===== src/hdl/ptl_pkg.sv =====
package ptl_pkg;

  // Default glyph grid
  localparam int GRID_COLS_DEF = 10;
  localparam int GRID_ROWS_DEF = 19;

  // Wide enough to compare any 8-bit entry against the largest grid (32 x 32)
  localparam int ENTRY_W = 11;

  // Character codes
  localparam logic [7:0] CODE_TAB         = 8'd9;
  localparam logic [7:0] CODE_NEWLINE     = 8'd10;
  localparam logic [7:0] CODE_NO_ADVANCE  = 8'd203;
  localparam logic [7:0] FIRST_GLYPH_CODE = 8'd32;

  // Request types
  localparam logic REQ_LOAD   = 1'b0;
  localparam logic REQ_LAYOUT = 1'b1;

  // Configuration registers
  localparam int CFG_IDX_W  = 2;
  localparam int CFG_DATA_W = 16;
  localparam logic [CFG_IDX_W-1:0] CFG_TAB_WIDTH   = 2'd0;
  localparam logic [CFG_IDX_W-1:0] CFG_LINE_HEIGHT = 2'd1;

  localparam logic [15:0] TAB_WIDTH_RST   = 16'd64;
  localparam logic [7:0]  LINE_HEIGHT_RST = 8'd16;

  typedef struct packed {
    logic       req_type;
    logic [7:0] glyph_index;
    logic [7:0] glyph_width;
    logic [7:0] char_code;
    logic       last;
  } ptl_in_t;

  typedef struct packed {
    logic [15:0] char_x;
    logic [15:0] char_y;
    logic [7:0]  advance;
    logic [15:0] string_width;
    logic [15:0] line_count;
    logic        is_last;
  } ptl_out_t;

  typedef enum logic [1:0] {
    ST_IDLE,
    ST_LOOKUP,
    ST_TAB,
    ST_COMMIT
  } ptl_state_t;

  // 16-bit add that sticks at all ones
  function automatic logic [15:0] sat_add16(input logic [15:0] a, input logic [15:0] b);
    logic [16:0] s;
    s = {1'b0, a} + {1'b0, b};
    return s[16] ? 16'hFFFF : s[15:0];
  endfunction

endpackage


===== src/hdl/proportional_text_layout_core.sv =====
// Proportional-font text layout core.
//
// Input channel (in_valid / in_stall / in_data): each transfer is either a
// glyph-width load (req_type 0) or one character to lay out (req_type 1).
// Loads write the glyph-width memory, produce no result and leave the input
// open. A character produces exactly one result on the output channel
// (out_valid / out_stall / out_data) with its pen position, advance, the
// running string width and the line count.
//
// Sequencing: a plain character, a newline or a zero-width tab reads the glyph
// memory at its transfer, then passes the lookup and commit states before its
// result is registered into out_data. A tab runs the bit-serial remainder
// unit (one bit per cycle, 16 bits) in the tab state, then commits. The input
// stays closed until the commit is done, so one character is worked at a time.
//
// The result sits in an output register; new items are taken while it waits.
// If the receiver stalls, the next finished character holds in the commit
// step until the output register frees. Reset restores tab_width = 64,
// line_height = 16 and the run state (x = 0, y = 0, one line); the glyph
// memory is not cleared and must be loaded before use.
module proportional_text_layout_core #(
  parameter int GRID_COLS = ptl_pkg::GRID_COLS_DEF,
  parameter int GRID_ROWS = ptl_pkg::GRID_ROWS_DEF
) (
  input  logic                             clk,
  input  logic                             rst_n,
  input  logic                             in_valid,
  output logic                             in_stall,
  input  ptl_pkg::ptl_in_t                 in_data,
  output logic                             out_valid,
  input  logic                             out_stall,
  output ptl_pkg::ptl_out_t                out_data,
  input  logic                             cfg_we,
  input  logic [ptl_pkg::CFG_IDX_W-1:0]    cfg_index,
  input  logic [ptl_pkg::CFG_DATA_W-1:0]   cfg_wdata
);

  localparam int GLYPH_COUNT = GRID_COLS * GRID_ROWS;
  localparam int AW          = (GLYPH_COUNT > 1) ? $clog2(GLYPH_COUNT) : 1;
  localparam logic [ptl_pkg::ENTRY_W-1:0] GLYPH_LIMIT = ptl_pkg::ENTRY_W'(GLYPH_COUNT);

  ptl_pkg::ptl_state_t state_r, state_nxt;

  // Configuration
  logic [15:0] tab_width_r;
  logic [7:0]  line_height_r;

  // Run state
  logic [15:0] cursor_x_r, cursor_x_nxt;
  logic [15:0] widest_x_r, widest_x_nxt;
  logic [15:0] line_y_r, line_y_nxt;
  logic [15:0] lines_seen_r, lines_seen_nxt;

  // Item being worked
  logic [7:0]  code_r;
  logic        last_r;
  logic        hit_r;
  logic [7:0]  adv_r, adv_nxt;
  logic [15:0] x_new_r, x_new_nxt;

  // Output register
  logic                 out_valid_r, out_valid_nxt;
  ptl_pkg::ptl_out_t    out_data_r, out_data_nxt;

  // Control
  logic in_xfer, load_xfer, char_xfer, tab_go;
  logic out_load;
  logic ram_we, ram_re;
  logic rem_done;
  logic [15:0] rem_val;
  logic [7:0]  ram_rdata;

  // Glyph lookup address
  logic [7:0]                 entry;
  logic [ptl_pkg::ENTRY_W-1:0] entry_w, gidx_w;
  logic                       entry_hit, gidx_hit;

  assign in_xfer   = in_valid && !in_stall;
  assign load_xfer = in_xfer && (in_data.req_type == ptl_pkg::REQ_LOAD);
  assign char_xfer = in_xfer && (in_data.req_type == ptl_pkg::REQ_LAYOUT);
  assign tab_go    = char_xfer && (in_data.char_code == ptl_pkg::CODE_TAB) &&
                     (tab_width_r != 16'd0);

  assign entry     = in_data.char_code - ptl_pkg::FIRST_GLYPH_CODE;
  assign entry_w   = ptl_pkg::ENTRY_W'(entry);
  assign gidx_w    = ptl_pkg::ENTRY_W'(in_data.glyph_index);
  assign entry_hit = entry_w < GLYPH_LIMIT;
  assign gidx_hit  = gidx_w < GLYPH_LIMIT;

  assign ram_we = load_xfer && gidx_hit;
  assign ram_re = char_xfer;

  ptl_ram #(
    .WIDTH (8),
    .DEPTH (GLYPH_COUNT)
  ) u_glyph_ram (
    .clk   (clk),
    .we    (ram_we),
    .waddr (gidx_w[AW-1:0]),
    .wdata (in_data.glyph_width),
    .re    (ram_re),
    .raddr (entry_w[AW-1:0]),
    .rdata (ram_rdata)
  );

  ptl_rem u_tab_rem (
    .clk       (clk),
    .rst_n     (rst_n),
    .start     (tab_go),
    .dividend  (cursor_x_r),
    .divisor   (tab_width_r),
    .done      (rem_done),
    .remainder (rem_val)
  );

  // Next state
  always_comb begin
    state_nxt = state_r;
    unique case (state_r)
      ptl_pkg::ST_IDLE: begin
        if (tab_go) begin
          state_nxt = ptl_pkg::ST_TAB;
        end else if (char_xfer) begin
          state_nxt = ptl_pkg::ST_LOOKUP;
        end
      end
      ptl_pkg::ST_LOOKUP: begin
        state_nxt = ptl_pkg::ST_COMMIT;
      end
      ptl_pkg::ST_TAB: begin
        if (rem_done) begin
          state_nxt = ptl_pkg::ST_COMMIT;
        end
      end
      ptl_pkg::ST_COMMIT: begin
        if (out_load) begin
          state_nxt = ptl_pkg::ST_IDLE;
        end
      end
      default: state_nxt = ptl_pkg::ST_IDLE;
    endcase
  end

  // State outputs
  always_comb begin
    in_stall = 1'b1;
    out_load = 1'b0;
    unique case (state_r)
      ptl_pkg::ST_IDLE:   in_stall = 1'b0;
      ptl_pkg::ST_LOOKUP: in_stall = 1'b1;
      ptl_pkg::ST_TAB:    in_stall = 1'b1;
      ptl_pkg::ST_COMMIT: out_load = !out_valid_r || !out_stall;
      default:            in_stall = 1'b1;
    endcase
  end

  // Work out the new pen x and advance
  always_comb begin
    logic [16:0] tab_sum;
    adv_nxt   = adv_r;
    x_new_nxt = x_new_r;
    tab_sum   = '0;
    if (state_r == ptl_pkg::ST_LOOKUP) begin
      if (code_r == ptl_pkg::CODE_NEWLINE) begin
        adv_nxt   = 8'd0;
        x_new_nxt = 16'd0;
      end else if (code_r == ptl_pkg::CODE_TAB) begin
        // zero tab width: pen stays put
        adv_nxt   = 8'd0;
        x_new_nxt = cursor_x_r;
      end else begin
        adv_nxt   = hit_r ? ram_rdata : 8'd0;
        x_new_nxt = (code_r == ptl_pkg::CODE_NO_ADVANCE) ? cursor_x_r :
                    ptl_pkg::sat_add16(cursor_x_r, {8'd0, adv_nxt});
      end
    end else if (state_r == ptl_pkg::ST_TAB && rem_done) begin
      adv_nxt   = 8'd0;
      tab_sum   = {1'b0, cursor_x_r} + {1'b0, tab_width_r - rem_val};
      x_new_nxt = tab_sum[16] ? 16'hFFFF : tab_sum[15:0];
    end
  end

  // Commit: build the result and update the run state
  always_comb begin
    logic        is_nl;
    logic [15:0] widest_line;
    logic [15:0] sw;
    is_nl          = (code_r == ptl_pkg::CODE_NEWLINE);
    widest_line    = (is_nl && (cursor_x_r > widest_x_r)) ? cursor_x_r : widest_x_r;
    sw             = (x_new_r > widest_line) ? x_new_r : widest_line;
    line_y_nxt     = is_nl ? ptl_pkg::sat_add16(line_y_r, {8'd0, line_height_r}) : line_y_r;
    lines_seen_nxt = is_nl ? ptl_pkg::sat_add16(lines_seen_r, 16'd1) : lines_seen_r;
    cursor_x_nxt   = x_new_r;
    widest_x_nxt   = widest_line;

    out_data_nxt.char_x       = cursor_x_r;
    out_data_nxt.char_y       = line_y_r;
    out_data_nxt.advance      = adv_r;
    out_data_nxt.string_width = sw;
    out_data_nxt.line_count   = lines_seen_nxt;
    out_data_nxt.is_last      = last_r;

    // Drop the run back to its start values after the final character
    if (last_r) begin
      cursor_x_nxt   = 16'd0;
      widest_x_nxt   = 16'd0;
      line_y_nxt     = 16'd0;
      lines_seen_nxt = 16'd1;
    end
  end

  assign out_valid_nxt = out_load ? 1'b1 : (out_valid_r && out_stall);

  // Control registers
  always_ff @(posedge clk) begin
    if (!rst_n) begin
      state_r       <= ptl_pkg::ST_IDLE;
      out_valid_r   <= 1'b0;
      tab_width_r   <= ptl_pkg::TAB_WIDTH_RST;
      line_height_r <= ptl_pkg::LINE_HEIGHT_RST;
      cursor_x_r    <= 16'd0;
      widest_x_r    <= 16'd0;
      line_y_r      <= 16'd0;
      lines_seen_r  <= 16'd1;
    end else begin
      state_r     <= state_nxt;
      out_valid_r <= out_valid_nxt;
      if (cfg_we) begin
        unique case (cfg_index)
          ptl_pkg::CFG_TAB_WIDTH:   tab_width_r   <= cfg_wdata[15:0];
          ptl_pkg::CFG_LINE_HEIGHT: line_height_r <= cfg_wdata[7:0];
          default: ;
        endcase
      end
      if (out_load) begin
        cursor_x_r   <= cursor_x_nxt;
        widest_x_r   <= widest_x_nxt;
        line_y_r     <= line_y_nxt;
        lines_seen_r <= lines_seen_nxt;
      end
    end
  end

  // Payload registers
  always_ff @(posedge clk) begin
    if (char_xfer) begin
      code_r <= in_data.char_code;
      last_r <= in_data.last;
      hit_r  <= entry_hit;
    end
    adv_r   <= adv_nxt;
    x_new_r <= x_new_nxt;
    if (out_load) begin
      out_data_r <= out_data_nxt;
    end
  end

  assign out_valid = out_valid_r;
  assign out_data  = out_data_r;

endmodule


===== src/hdl/ptl_ram.sv =====
module ptl_ram #(
  parameter int WIDTH = 8,
  parameter int DEPTH = 190
) (
  input  logic                                     clk,
  input  logic                                     we,
  input  logic [((DEPTH > 1) ? $clog2(DEPTH) : 1)-1:0] waddr,
  input  logic [WIDTH-1:0]                         wdata,
  input  logic                                     re,
  input  logic [((DEPTH > 1) ? $clog2(DEPTH) : 1)-1:0] raddr,
  output logic [WIDTH-1:0]                         rdata
);

  logic [WIDTH-1:0] mem [DEPTH];
  logic [WIDTH-1:0] rdata_r;

  // Write port
  always_ff @(posedge clk) begin
    if (we) begin
      mem[waddr] <= wdata;
    end
  end

  // Registered read port
  always_ff @(posedge clk) begin
    if (re) begin
      rdata_r <= mem[raddr];
    end
  end

  assign rdata = rdata_r;

endmodule


===== src/hdl/ptl_rem.sv =====
module ptl_rem (
  input  logic        clk,
  input  logic        rst_n,
  input  logic        start,
  input  logic [15:0] dividend,
  input  logic [15:0] divisor,
  output logic        done,
  output logic [15:0] remainder
);

  logic        busy_r, busy_nxt;
  logic [4:0]  cnt_r, cnt_nxt;
  logic [15:0] dvd_r, dvd_nxt;
  logic [15:0] div_r, div_nxt;
  logic [15:0] rem_r, rem_nxt;
  logic [16:0] trial;

  // One restoring step: shift in the next dividend bit, subtract if it fits
  always_comb begin
    trial = {rem_r, dvd_r[15]};
    if (trial >= {1'b0, div_r}) begin
      trial = trial - {1'b0, div_r};
    end
  end

  // Advance the bit-serial remainder
  always_comb begin
    busy_nxt = busy_r;
    cnt_nxt  = cnt_r;
    dvd_nxt  = dvd_r;
    div_nxt  = div_r;
    rem_nxt  = rem_r;
    if (start) begin
      busy_nxt = 1'b1;
      cnt_nxt  = 5'd16;
      dvd_nxt  = dividend;
      div_nxt  = divisor;
      rem_nxt  = '0;
    end else if (busy_r) begin
      if (cnt_r == 5'd0) begin
        busy_nxt = 1'b0;
      end else begin
        cnt_nxt = cnt_r - 5'd1;
        dvd_nxt = {dvd_r[14:0], 1'b0};
        rem_nxt = trial[15:0];
      end
    end
  end

  always_ff @(posedge clk) begin
    if (!rst_n) begin
      busy_r <= 1'b0;
      cnt_r  <= '0;
    end else begin
      busy_r <= busy_nxt;
      cnt_r  <= cnt_nxt;
    end
  end

  always_ff @(posedge clk) begin
    dvd_r <= dvd_nxt;
    div_r <= div_nxt;
    rem_r <= rem_nxt;
  end

  assign done      = busy_r && (cnt_r == 5'd0);
  assign remainder = rem_r;

endmodule


===== config.mk =====
export PLATFORM = sky130hd
export DESIGN_NAME = proportional_text_layout_core
export DESIGN_NICKNAME = d
export VERILOG_FILES = /design/src/hdl/ptl_pkg.sv /design/src/hdl/proportional_text_layout_core.sv /design/src/hdl/ptl_ram.sv /design/src/hdl/ptl_rem.sv
export SDC_FILE = /design/constraint.sdc
export NUM_CORES = 2
export LEC_CHECK = 0
export BUFFER_PORTS_ARGS = -buffer_cell sky130_fd_sc_hd__buf_2
export CAP_MARGIN = 5
export CORE_MARGIN = 3
export CORE_UTILIZATION = 55
export CTS_CLUSTER_DIAMETER = 150
export DETAILED_ROUTE_END_ITERATION = 10
export PLACE_DENSITY = 0.82
export SLEW_MARGIN = 15
export SYNTH_ARGS = -nofsm -noshare
export SYNTH_HDL_FRONTEND = slang
export SYNTH_SLANG_ARGS = --single-unit

===== constraint.sdc =====
create_clock -name clk -period 4.4 [get_ports clk]
set_clock_uncertainty 0.15 [all_clocks]
set_input_delay 0.88 -clock clk [delete_from_list [all_inputs] [get_ports clk]]
set_output_delay 0.88 -clock clk [all_outputs]
set_load 0.01 [all_outputs]

==> results by group <==
STA
  • Final Slew Violations: 0
  • Final Hold Viols: 0
  • RSZ-0062 raised after global routing: yes
  • Hold WS: 139.2 ps
  • Period Utilization, post-route: 102.0%
  • Fmax: 222.7 MHz
  • Final setup viols: 12
  • Setup tns final: -611.7 ps
  • Worst-Margin Slew: 1160 ps
  • Min Tclk post-route: 4490 ps
  • Relative slew slack: 22.49%
  • PnR worst setup slack: -89.99 ps

Floorplan
  • Area of the die: 137200 µm²
  • Ports: 124
  • Row Count: 133
  • Width of the die: 370.4 µm
  • Initial core utilization: 55.49%
  • Die height: 370.4 µm
  • Core area: 131600 µm²

Clock tree
  • H-tree level count: 4
  • TritonCTS clock tree: built
  • Clock Latency Late Sink: 810 ps
  • CTS Buffer Depth: 3
  • Clk slew on worst S/H paths: 60 ps
  • # clock sinks: 1780
  • Clock Tree Root: clkbuf_16
  • CTS Buf Count: 165

Placement
  • Port-buffer cells: 123
  • Final GP Congestion: 0.8905
  • HPWL after DPL: 111.1 mm
  • DP Cell Count: 6081
  • Dpl cell area: 78060 µm²

Worst hold path
  • Worst Hold Class: in -> reg

Run status
  • Violated checks: negative setup slack
  • Outcome: complete, but fails checks

Synth
  • Synth area leaders: edfxtp_1, mux4_2, dfxtp_1
  • Most frequent cell after synthesis: edfxtp_1
  • Mapped Avg Cell Area: 17.87 µm²
  • Synth top cells by count: edfxtp_1, mux4_2, nor2_1, nand2_1, mux2i_1
  • Most common flop cell mapped by yosys: edfxtp_1
  • YS warnings: 0
  • Number of enable flip-flop cells after synthesis: 1667
  • Yosys top cell area share: 68.53%
  • Synth cell types: 79
  • Mapped Area: 73040 µm²
  • Synth async-reset ratio: 0%
  • Seq/Total Area, Yosys: 71.63%
  • Post-synthesis cell type with the largest combined area: edfxtp_1
  • #FFs+latches synth: 1780
  • Cells after Synth: 4088
  • Net Count, Synth: 4244

Finish
  • Syn-to-layout area delta: 14.56%
  • Share of cells above drive strength 1: 25.99%
  • Number of nets in the layout: 4660
  • Final Instance Area: 83680 µm²
  • Final std cells w/o fill: 6400

GRT
  • Initial antenna violation count: 9
  • All-Layer GR Usage: 27.61%
  • Largest net degree at the start of global routing: 117
  • Vias in the first global route: 41800
  • First-pass GRT wire length: 278.3 mm
  • GR Overflow Total: 0

Setup path
  • Worst EP required: 4790 ps
  • CP Capture Type: flip-flop
  • Critical path peak fanout: 7
  • Worst Setup Start Kind: flip-flop
  • Arr. time, crit path: 4880 ps
  • Crit path kind: reg -> reg

Routing
  • Vias per std cell: 6.528
  • Routed WL per cell: 29.38 µm
  • TritonRoute pass-1 iters: 8
  • DR vias: 41780
  • Antenna viol nets, final: 0
  • WL final: 188.1 mm
  • Drt drc: 0
  • Initial DRC count: 6110

Pwr
  • Power density over the cells: 432.2 nW/µm²
  • Leak Pwr: 28.16 nW
  • Max IR drop VDD: 454.7 µV
  • Pwr Total: 0.03617 W

Flow run
  • Max_cap viols: 0
## sequential cells by signal, summed over array words and instances (netlist names)
name,cells
out_valid,1
hit_r,1
tab_width_r,16
line_height_r,8
u_tab_rem.remainder,16
u_glyph_ram.mem,1520
widest_x_r,16
u_tab_rem.div_r,16
out_data,73
u_glyph_ram.rdata,8
lines_seen_r,16
code_r,8
u_tab_rem.dvd_r,16
state_r,2
u_tab_rem.busy_r,1
adv_r,8
last_r,1
x_new_r,16
cursor_x_r,16
line_y_r,16
u_tab_rem.cnt_r,5
## worst paths after layout
| check | startpoint | end | slack, ps | cells after the start |
|---|---|---|---|---|
| setup / recovery | widest_x_r[12] | out_data[17] | -90 | 17 |
| hold / removal | in_data[0] | last_r | 140 | 1 |
| setup reg to reg | widest_x_r[12] | out_data[17] | -90 | 17 |
| hold reg to reg | adv_r[2] | out_data[35] | 280 | 0 |
## layout make-up
cell class                      instances  area, µm²
Clock inverter                         91      837.1
Sequential cell                      1780      52340
Clock buffer                          212       4463
Multi-Input combinational cell       1989      19780
Fill cell                            8370      47950
Antenna cell                            5      12.51
Timing Repair Buffer                  462       3646
Tap cell                             1755       2196
Inverter                              106      401.6
## timing repair
item	4_1_cts	5_1_grt
cloned	1	0
gates resized for setup	19	24
hold buffers	0	0
setup endpoints to repair	29	32
pin swaps	3	6
buffers inserted	7	3
## per-stage QoR
stage / setup WS [ps] / utilization (%)
after global routing: -188.6 / 63.56
after floorplan: -34.73 / -
after detailed placement: -138.6 / 59.30
after CTS: 7.922 / 63.46
after global placement: 31.45 / 59.30
final: -89.99 / 63.57
## per-layer routing
| layer | vias to the layer above | routed length [µm] | GRT usage, % |
|---|---|---|---|
| met3 | 506 | 20650 | 5.763 |
| met2 | 2875 | 92990 | 45.45 |
| met5 | - | 41 | 0 |
| met1 | 21210 | 65870 | 36.23 |
| li1 | 17180 | - | - |
| met4 | 6 | 8514 | 11.23 |
## layout by cell type, fill, tap and decap left out, drive strengths merged, types with 12 or more instances in the layout
cell type     n
nor2b        53
xor2         29
edfxtp     1667
a21boi       28
buf         462
mux4        408
bufinv       13
a21o         25
nand2       198
o22ai        36
dfxtp       113
xnor2        35
o221ai       23
nor4         12
nor3         30
nor2        278
a31oi        20
a211oi       21
clkinv       63
nand3        55
and2         24
o21a         15
nand4        16
clkbuf      212
ha          102
mux2i       162
and3         22
a21oi       118
a22oi        14
inv         112
mux2         16
o21ai       145
## power breakdown
group          total [W]  internal [W]  switching, W  leakage, nW
logic            0.00308       0.00121       0.00187         9.63
clock network     0.0142       0.00795       0.00622         2.57
registers         0.0189        0.0188      0.000152         16.0
## cells by family (layout without fill, tap and decap cells)
logic type,count (synthesis),count (layout),synth area share [%]
AOI/OAI and AO/OA,499,499,4.308
xor gates and xnor gates,64,64,0.7674
adders and majority gates,107,107,1.884
buffers and inverters,319,871,1.728
DFF,1780,1780,71.63
muxes,586,586,15.06
other,0,5,0
and+or+nand+nor,733,733,4.625
## worst max-delay path, cell delays in order, from the launching register on
cell and delay, ps:
dfxtp_2 350, inv_2 60, ha_4 270, nand4_1 180, or4_4 490, a21o_1 180
a211oi_2 260, or2_4 190, buf_12 140, mux2i_1 280, ha_1 190, nand4_1 90
or2_4 280, nor3_4 170, inv_2 60, a311oi_4 230, o32a_4 300, mux2_2 360
Power figures use the tool's default switching activity.
